==> config.mk <==
export PLATFORM = sky130hd
export DESIGN_NAME = cycle_to_microsecond_timestamp_core
export DESIGN_NICKNAME = d
export VERILOG_FILES = /design/src/ctmts_pkg.sv /design/src/ctmts_div.sv /design/src/ctmts_out_stage.sv /design/src/cycle_to_microsecond_timestamp_core.sv
export SDC_FILE = /design/constraint.sdc
export NUM_CORES = 1
export LEC_CHECK = 0
export BUFFER_PORTS_ARGS = -buffer_cell sky130_fd_sc_hd__buf_2
export CAP_MARGIN = 5
export CORE_MARGIN = 3
export CORE_UTILIZATION = 45
export DETAILED_ROUTE_END_ITERATION = 12
export PLACE_DENSITY_LB_ADDON = 0.25
export SETUP_SLACK_MARGIN = 0.05
export SKIP_CTS_REPAIR_TIMING = 1
export SYNTH_ARGS = -nofsm -noshare
export SYNTH_HDL_FRONTEND = slang
export SYNTH_SLANG_ARGS = --single-unit
==> constraint.sdc <==
create_clock -name clk -period 7.9 [get_ports clk]
set_input_delay 1.58 -clock clk [delete_from_list [all_inputs] [get_ports clk]]
set_output_delay 1.58 -clock clk [all_outputs]
set_load 0.1 [all_outputs]
==> src/ctmts_pkg.sv <==
`timescale 1ns / 1ps

package ctmts_pkg;

  // field widths
  localparam int DATA_WIDTH  = 32;
  localparam int CPU_WIDTH   = 10;
  localparam int COUNT_WIDTH = $clog2(DATA_WIDTH);

  // cycles per microsecond after reset
  localparam logic [CPU_WIDTH-1:0] CPU_RESET = CPU_WIDTH'(72);

  // divider status toward the controller
  typedef struct packed {
    logic busy;
    logic done;
  } div_status_t;

endpackage

==> src/ctmts_div.sv <==
`timescale 1ns / 1ps

module ctmts_div
  import ctmts_pkg::*;
(
  input  logic                  clk,
  input  logic                  rst,
  input  logic                  start,
  input  logic [DATA_WIDTH-1:0] dividend,
  input  logic [CPU_WIDTH-1:0]  divisor,
  output div_status_t           status,
  output logic [DATA_WIDTH-1:0] quotient,
  output logic [CPU_WIDTH-1:0]  remainder
);

  logic [DATA_WIDTH-1:0]  acc;
  logic [CPU_WIDTH-1:0]   rem;
  logic [COUNT_WIDTH-1:0] count;
  logic                   busy;
  logic                   done;

  logic [CPU_WIDTH:0]   rem_sh;
  logic [CPU_WIDTH+1:0] diff;
  logic                 ge;
  logic [CPU_WIDTH-1:0] rem_next;

  // one restoring step: bring down the next dividend bit, try the subtract
  always_comb begin
    rem_sh   = {rem, acc[DATA_WIDTH-1]};
    diff     = {1'b0, rem_sh} - {2'b00, divisor};
    ge       = !diff[CPU_WIDTH+1];
    rem_next = ge ? diff[CPU_WIDTH-1:0] : rem_sh[CPU_WIDTH-1:0];
  end

  // dividend shifts out msb first, quotient bits shift in at the bottom
  always_ff @(posedge clk) begin
    if (rst) begin
      busy  <= 1'b0;
      done  <= 1'b0;
      count <= '0;
    end else if (start) begin
      busy  <= 1'b1;
      done  <= 1'b0;
      count <= '0;
      acc   <= dividend;
      rem   <= '0;
    end else if (busy) begin
      acc   <= {acc[DATA_WIDTH-2:0], ge};
      rem   <= rem_next;
      count <= count + COUNT_WIDTH'(1);
      if (count == COUNT_WIDTH'(DATA_WIDTH - 1)) begin
        busy <= 1'b0;
        done <= 1'b1;
      end
    end else begin
      done <= 1'b0;
    end
  end

  assign status.busy = busy;
  assign status.done = done;
  assign quotient    = acc;
  assign remainder   = rem;

endmodule

==> src/ctmts_out_stage.sv <==
`timescale 1ns / 1ps

module ctmts_out_stage
  import ctmts_pkg::*;
(
  input  logic                  clk,
  input  logic                  rst,
  input  logic                  push,
  input  logic [DATA_WIDTH-1:0] push_data,
  output logic                  free,
  output logic                  out_valid,
  input  logic                  out_stall,
  output logic [DATA_WIDTH-1:0] timestamp_us
);

  // slot can take a new item when empty or being drained this cycle
  assign free = !out_valid || !out_stall;

  // output holding register
  always_ff @(posedge clk) begin
    if (rst) begin
      out_valid <= 1'b0;
    end else if (push && free) begin
      out_valid    <= 1'b1;
      timestamp_us <= push_data;
    end else if (out_valid && !out_stall) begin
      out_valid <= 1'b0;
    end
  end

endmodule

==> src/cycle_to_microsecond_timestamp_core.sv <==
`timescale 1ns / 1ps
// Converts samples of a free-running 32-bit cycle counter to a 32-bit
// microsecond timestamp.
// Input channel: in_valid / in_stall with counter_sample; the core raises
// in_stall while it works on an item and takes one item at a time.
// Output channel: out_valid / out_stall with timestamp_us; one item out for
// every item in. The result sits in an output register, so the core accepts
// the next item while a finished timestamp still waits on out_stall.
// Config: cfg_write with cfg_data sets cycles_per_us (write only when idle).
// Processing: a sample that moved the counter, with cycles_per_us nonzero,
// goes through the leftover update and divider load, the bit-serial divider
// (one quotient bit per cycle), and the handoff to the output register. An
// unchanged sample, or cycles_per_us of zero, skips the divider. The input
// reopens only after the handoff, so the core finishes each item before it
// takes the next.
// When the receiver stalls, the finished item waits in the controller until
// the output register frees up.
// Reset clears the timestamp, leftover and last sample, sets cycles_per_us
// to 72, and leaves both channels empty.

module cycle_to_microsecond_timestamp_core
  import ctmts_pkg::*;
(
  input  logic                  clk,
  input  logic                  rst,
  input  logic                  cfg_write,
  input  logic [CPU_WIDTH-1:0]  cfg_data,
  input  logic                  in_valid,
  output logic                  in_stall,
  input  logic [DATA_WIDTH-1:0] counter_sample,
  output logic                  out_valid,
  input  logic                  out_stall,
  output logic [DATA_WIDTH-1:0] timestamp_us
);

  typedef enum logic [1:0] {
    S_IDLE,
    S_PREP,
    S_DIV,
    S_FIN
  } state_t;

  state_t                state;
  logic [CPU_WIDTH-1:0]  cycles_per_us;
  logic [DATA_WIDTH-1:0] last_sample;
  logic [DATA_WIDTH-1:0] leftover_cycles;
  logic [DATA_WIDTH-1:0] micro_total;
  logic [DATA_WIDTH-1:0] sample_hold;
  logic                  add_quot;

  logic [DATA_WIDTH-1:0] prep_sum;
  logic                  prep_div;
  logic [DATA_WIDTH-1:0] total_next;
  logic                  div_start;
  div_status_t           div_stat;
  logic [DATA_WIDTH-1:0] div_quot;
  logic [CPU_WIDTH-1:0]  div_rem;
  logic                  out_push;
  logic                  out_free;

  // leftover plus wrapped counter difference
  always_comb begin
    prep_sum   = leftover_cycles + (sample_hold - last_sample);
    prep_div   = (sample_hold != last_sample) && (cycles_per_us != '0);
    total_next = micro_total + (add_quot ? div_quot : '0);
    div_start  = (state == S_PREP) && prep_div;
    out_push   = (state == S_FIN);
  end

  assign in_stall = (state != S_IDLE);

  // config register
  always_ff @(posedge clk) begin
    if (rst) begin
      cycles_per_us <= CPU_RESET;
    end else if (cfg_write) begin
      cycles_per_us <= cfg_data;
    end
  end

  // item sequencer and timestamp state
  always_ff @(posedge clk) begin
    if (rst) begin
      state           <= S_IDLE;
      last_sample     <= '0;
      leftover_cycles <= '0;
      micro_total     <= '0;
      add_quot        <= 1'b0;
    end else begin
      case (state)
        S_IDLE: begin
          if (in_valid) begin
            sample_hold <= counter_sample;
            state       <= S_PREP;
          end
        end
        S_PREP: begin
          last_sample <= sample_hold;
          add_quot    <= prep_div;
          if (prep_div) begin
            state <= S_DIV;
          end else begin
            leftover_cycles <= prep_sum;
            state           <= S_FIN;
          end
        end
        S_DIV: begin
          if (div_stat.done) begin
            leftover_cycles <= DATA_WIDTH'(div_rem);
            state           <= S_FIN;
          end
        end
        S_FIN: begin
          if (out_free) begin
            micro_total <= total_next;
            add_quot    <= 1'b0;
            state       <= S_IDLE;
          end
        end
        default: begin
          state <= S_IDLE;
        end
      endcase
    end
  end

  ctmts_div u_div (
    .clk       (clk),
    .rst       (rst),
    .start     (div_start),
    .dividend  (prep_sum),
    .divisor   (cycles_per_us),
    .status    (div_stat),
    .quotient  (div_quot),
    .remainder (div_rem)
  );

  ctmts_out_stage u_out (
    .clk          (clk),
    .rst          (rst),
    .push         (out_push),
    .push_data    (total_next),
    .free         (out_free),
    .out_valid    (out_valid),
    .out_stall    (out_stall),
    .timestamp_us (timestamp_us)
  );

  // divider only reports completion while the sequencer waits on it
  assert property (@(posedge clk) disable iff (rst)
    div_stat.done |-> (state == S_DIV))
    else $error("divider done outside of division state");

  // an accepted item always moves to the leftover update
  assert property (@(posedge clk) disable iff (rst)
    (in_valid && !in_stall) |=> (state == S_PREP))
    else $error("accepted item did not start processing");

  // the timestamp holds while the division runs
  assert property (@(posedge clk) disable iff (rst)
    (state == S_DIV) |=> $stable(micro_total))
    else $error("timestamp changed during division");

  // divider is busy for the whole division state until it reports done
  assert property (@(posedge clk) disable iff (rst)
    ((state == S_DIV) && !div_stat.done) |-> div_stat.busy)
    else $error("division state without a busy divider");

endmodule

Yosys cells after proc, flatten, opt, wreduce, memory -nomap -nowiden
Cells that the tools add are included.
W data, S select, Z words.
Word-level totals
  flip-flop bits (word level): 223
  bits of input ports: 47
  output and inout bits: 34
  word-level logic and storage cells: 74
Cells by class
  add/sub/neg operators: 5
  equal/unequal tests: 9
  multiplexer cells: 20
  bitwise logic cells: 2
  reductions and logical operators: 24
Operators by type and width (number)
  $mux W32: 5
  $add A32 B32 Y32: 2
  $pmux W32 S2: 1
  $ne A32 B32 Y1: 1
  $sub A32 B32 Y32: 1
  $mux W10: 2
  $sub A11 B10 Y12: 1
  $reduce_bool A10 Y1: 1
  $reduce_bool A2 Y1: 5
  $reduce_and A3 Y1: 3
  $pmux W2 S4: 1
  $reduce_and A2 Y1: 4
  $mux W1: 7
  $mux W2: 3
  $ne A2 B2 Y1 const B: 3
  $add A5 B1 Y5 const B: 1
  $eq A5 B5 Y1 const B: 1
  $eq A2 B2 Y1 const B: 2
  $logic_and A1 B1 Y1: 4
  $logic_not A1 Y1: 3
  $reduce_or A3 Y1: 1
  $eq A2 B1 Y1 const B: 1
  $logic_not A2 Y1: 1
  $ne A2 B1 Y1 const B: 1
  4 further kinds: 5

Depth between registers and ports, before layout
  depth in word-level cells: 5
  mapped depth: 14
  gate-level depth less buffers: 14

Cells and area by module
A second synthesis with hierarchy kept.
Unflattened totals
  cell total of the unflattened synthesis: 1394
  area total of the unflattened synthesis: 13524.2 sq um
Modules (own cells, without submodules)
  cycle_to_microsecond_timestamp_core: instances 1, cells an instance 1149, area each 9909.5 sq um, sequential area each 3143.0 sq um
  ctmts_div: instances 1, cells an instance 208, area each 2612.5 sq um, sequential area each 1401.3 sq um
  ctmts_out_stage: instances 1, cells an instance 37, area each 1002.2 sq um, sequential area each 980.9 sq um

Worst setup path before layout
OpenSTA, ideal clock, no wires.
  path kind: input to register
  start point: input port out_stall
  end point: register u_out.timestamp_us[0], enable pin
  library setup time: 0.424 ns
  arrival time: 3.388 ns
  data required time: 7.476 ns
  slack: 4.088 ns
  cell stages on the path: 4
  buffers on the path: 1
  path through: nand2_1 nand2_1 clkbuf_1 nor2_1
Between the ends
  word-level cells in the longest chain between the ends: 4
RTL lines
  start, declared: RTL line cycle_to_microsecond_timestamp_core.sv:32  | input logic out_stall,
  $logic_not A1 Y1: RTL line ctmts_out_stage.sv:17  | assign free = !out_valid || !out_stall;
  $logic_or A1 B1 Y1: RTL line ctmts_out_stage.sv:17
  $logic_and A1 B1 Y1: RTL line ctmts_out_stage.sv:23  | end else if (push && free) begin
  $reduce_and A2 Y1 (no source line)
  end signal, assigned: RTL line ctmts_out_stage.sv:25  | timestamp_us <= push_data;
  end, declared: RTL line ctmts_out_stage.sv:13  | output logic [DATA_WIDTH-1:0] timestamp_us
No other way between the ends.
A chain may end at the register's enable or synchronous reset.

Final worst setup path
  start point: register add_quot
  end point: register micro_total[30]
Between the ends
  word-level cells in the longest chain between the ends: 2
RTL lines
  start, declared: RTL line cycle_to_microsecond_timestamp_core.sv:49  | logic add_quot;
  start signal, assigned: RTL line cycle_to_microsecond_timestamp_core.sv:99  | add_quot <= prep_div;
  $mux W32: RTL line cycle_to_microsecond_timestamp_core.sv:65  | total_next = micro_total + (add_quot ? div_quot : '0);
  $add A32 B32 Y32: RTL line cycle_to_microsecond_timestamp_core.sv:65
  end signal, assigned: RTL line cycle_to_microsecond_timestamp_core.sv:115  | micro_total <= total_next;
  end, declared: RTL line cycle_to_microsecond_timestamp_core.sv:47  | logic [DATA_WIDTH-1:0] micro_total;
No other way between the ends.

==> run summary <==
Total CTS buffers: 25
Number of distinct library cells after synthesis: 71
Crit. End Element: flip-flop
Vias/cell: 5.246
Cell area after layout: 0.01503 mm2
Most Frequent Cell on Critical Path: a21oi_1
Launch point of the worst reg-to-reg path: add_quot$_SDFFE_PP0P_
Worst-skew pair later-pin latency: 0.53 ns
LEAKAGE: 0.006438 uW
Fmax: 0.2630 GHz
DP HPWL: 22.39 mm
# nets final: 1,639
DR WL/cell: 15.85 um
Synth area leaders: edfxtp_1 24%, dfxtp_1 17%, ha_1 7.3%
Buf/Inv on CP: 0
Number of synthesized register bits: 223
Worst vdd ir: 0.0001904 V
WP data required: 8.38 ns
Gr ovfl total: 0
PD cells: 352.4 mW/mm2
Syn Inst Count: 1,420
Tightest Pin Transition: 1.037 ns
Seq/Total Area, Yosys: 0.4101
Chip height: 179.0 um
# H-tree levels: 1
Hold Path End: micro_total[11]$_SDFFE_PP0P_
Largest net degree at the start of global routing: 57
Worst Setup Path Type: flip-flop to flip-flop
Type of the worst min-delay path: flip-flop to flip-flop
Main synth FF type: dfxtp_1
Reg2reg end: micro_total[30]$_SDFFE_PP0P_
Hold-critical path depth: 2
Sink Count: 223
Die width: 179.0 um
Clk buf depth: 3
Dpl cell area: 0.01422 mm2
Crit path launch type: flip-flop
Final wirelength: 29.84 mm
Antenna diodes: 0
Worst reg2reg setup slack: 4.10 ns
Synth top area share: 0.2363
Post-route ant nets: 0
Clk pin slew, worst setup/hold paths: 0.06 ns
CTS Root Cell: clkbuf_16
Synthesis warning total: 0
Max layer used: met4
Final setup TNS: 0 ns
I/O pin cnt: 81
CTS tree: yes
Fraction of layout cells with a size suffix above 1: 0.1101
Net Count, Synth: 1,579
Crit share post-route: 0.4812
Netlist Area Pre-Place: 0.01347 mm2
Rel. slew slack: 0.3058
Vias in the first global route: 9,535
Starting Density: 0.4631
Area grow syn2layout: 11.57%
Arrival time worst endpoint: 4.28 ns
CP cell instances: and2_1 -> ha_1 -> fa_1 -> a21o_1 -> a21oi_1 -> nor4_1 -> nor3_1 -> a21oi_1 -> a21oi_2 -> o21ai_1 -> a2111oi_0 -> a211o_1
Synth area leader: edfxtp_1
Metal2 WL: 12.66 mm
Row cnt: 62
Hold Violations, Final: 0
Full die area: 0.03205 mm2
Drt drc: 0
Hold_sp: micro_total[11]$_SDFFE_PP0P_
PortBufs: 80
Post-synth EDFFs: 106
Global Route Usage Sum: 0.1884
Outcome: completed
Syn Area/Cell: 9.487 um2
M1 WL: 15.38 mm
Final Setup Violations: 0
Worst path max stage delay: 0.56 ns
Slowest CP cell: dfxtp_1
Reg2Reg Depth: 12
RSZ-0062 raised after global routing: false
Fin crit period: 3.802 ns
Initial antenna violation count: 0
Global-route wire length before repair: 48.73 mm
DR vias: 9,879
MaxCap Viol Count: 0
Initial drt markers: 708
Ys async rst share: 0
Skew final: 0.01158 ns
Max Transition Viols Final: 0
GPL Wtd Cong: 0.8760
Crit-path max FO: 34
DRT Pass-1 Iters: 5
Metal3 WL: 1.286 mm
Cell family with most CP delay: compound AO/OA/AOI/OAI gates
Core area: 0.02909 mm2
-- Yosys cell counts (9+ instances only) --
cell type	number
and2_1	35
xor2_1	28
o21ai_0	43
mux2_2	16
nand4_1	20
inv_1	156
nor2_1	120
xnor2_1	72
nand2_1	131
nor4_1	9
clkbuf_1	44
fa_1	33
o211ai_1	11
dfxtp_1	117
o21bai_1	12
a21o_1	51
a211oi_1	20
edfxtp_1	106
a21oi_1	87
nor2b_1	12
a22o_1	11
ha_1	79
mux2i_1	55
nor3_1	17
nand3_1	16
-- worst max-delay path by stage --
stage / slack [ns] / end / cells after the start / startpoint
after floorplan: 4.09 / u_out.timestamp_us[0]$_DFFE_PP_ / 4 / out_stall
after global placement: 3.90 / u_div.quotient[30]$_DFFE_PP_ / 5 / rst
after detailed placement: 3.90 / u_div.quotient[27]$_DFFE_PP_ / 5 / rst
after CTS: 4.08 / micro_total[30]$_SDFFE_PP0P_ / 12 / add_quot$_SDFFE_PP0P_
after global routing: 3.80 / u_div.quotient[29]$_DFFE_PP_ / 13 / sample_hold[6]$_DFFE_PP_
final: 4.10 / micro_total[30]$_SDFFE_PP0P_ / 12 / add_quot$_SDFFE_PP0P_
-- worst reg2reg max path: cells and delay by family (launching register included) --
kind / cells / cell delay (ns)
AOI/OAI and AO/OA: 7 / 1.80
DFF: 1 / 0.56
adders and majority gates: 2 / 0.67
and+or+nand+nor: 3 / 0.73
-- state kept, by name (all words and copies together), names as in the netlist --
register and flops:
add_quot 1, cycles_per_us 10, last_sample 32, leftover_cycles 32, micro_total 32, sample_hold 32, state 2, u_div.busy 1
u_div.count 5, u_div.done 1, u_div.quotient 32, u_div.remainder 10, u_out.out_valid 1, u_out.timestamp_us 32
-- per-stage QoR --
step | utilization | total power [uW] | setup WS (ns) | hold WS (ns) | std cells
final | 0.5167 | 5297 | 4.098 | 0.4619 | 1883
after CTS | 0.5167 | 5328 | 4.079 | 0.4640 | 1883
after global placement | 0.4888 | 4129 | 3.898 | 0.4491 | 1837
after floorplan | - | 3579 | 4.088 | 0.4250 | 1420
after detailed placement | 0.4888 | 4167 | 3.898 | 0.4533 | 1837
after global routing | 0.5167 | 5698 | 3.800 | 0.4923 | 1883
-- layout make-up --
type,count,area [um2]
multi-input combinational,985,7157
fill,2696,14060
clock buffer,32,701.9
timing repair buffer,89,470.5
tap,384,480.5
inverter,156,585.6
clock inverter,14,110.1
sequential,223,5525
-- power by group --
group / total, uW / switching [uW] / internal [uW]
Clock: 1140 / 477 / 662
Sequential: 1650 / 158 / 1490
Combinational: 2510 / 1530 / 978
-- cell usage in the layout (no fill, tap or decap), drive strengths merged, types with 5 or more instances in the layout --
| master | netlist | final |
|---|---|---|
| clkbuf | 44 | 32 |
| nor4 | 9 | 9 |
| nor2b | 12 | 12 |
| edfxtp | 106 | 106 |
| o211ai | 11 | 11 |
| nor3 | 17 | 17 |
| buf | 12 | 89 |
| nand2b | 8 | 8 |
| nor2 | 120 | 120 |
| o21bai | 12 | 12 |
| dfxtp | 117 | 117 |
| clkinv | 0 | 8 |
| o21ai | 51 | 51 |
| o21a | 6 | 6 |
| fa | 33 | 33 |
| a211oi | 20 | 20 |
| ha | 79 | 79 |
| a21oi | 89 | 89 |
| mux2 | 16 | 16 |
| nand4 | 20 | 20 |
| a22oi | 6 | 6 |
| and2 | 35 | 35 |
| inv | 156 | 158 |
| xnor2 | 72 | 72 |
| xor2 | 28 | 28 |
| nand2 | 131 | 131 |
| a31oi | 8 | 8 |
| and3 | 8 | 8 |
| nand3 | 17 | 17 |
| or2 | 5 | 5 |
| a21o | 51 | 51 |
| a22o | 11 | 11 |
| mux2i | 55 | 55 |
-- kinds of logic (layout without fill, tap and decap cells) --
kind of cell    Yosys count  after routing  synth area share
mux                      71             71           0.05424
flops                   223            223            0.4101
buf+inv                 212            291           0.05944
compound gates          304            304            0.1492
simple gates            398            398            0.1396
xor+xnor                100            100           0.06501
fa+ha+maj               112            112            0.1224
-- metal layers --
metal / track usage / vias up
met5: 0 / -
met4: 0.03766 / 0
met3: 0.02520 / 41
met2: 0.2926 / 197
met1: 0.2820 / 4610
li1: - / 5031
No activity file was read; power rests on OpenSTA's default activity.
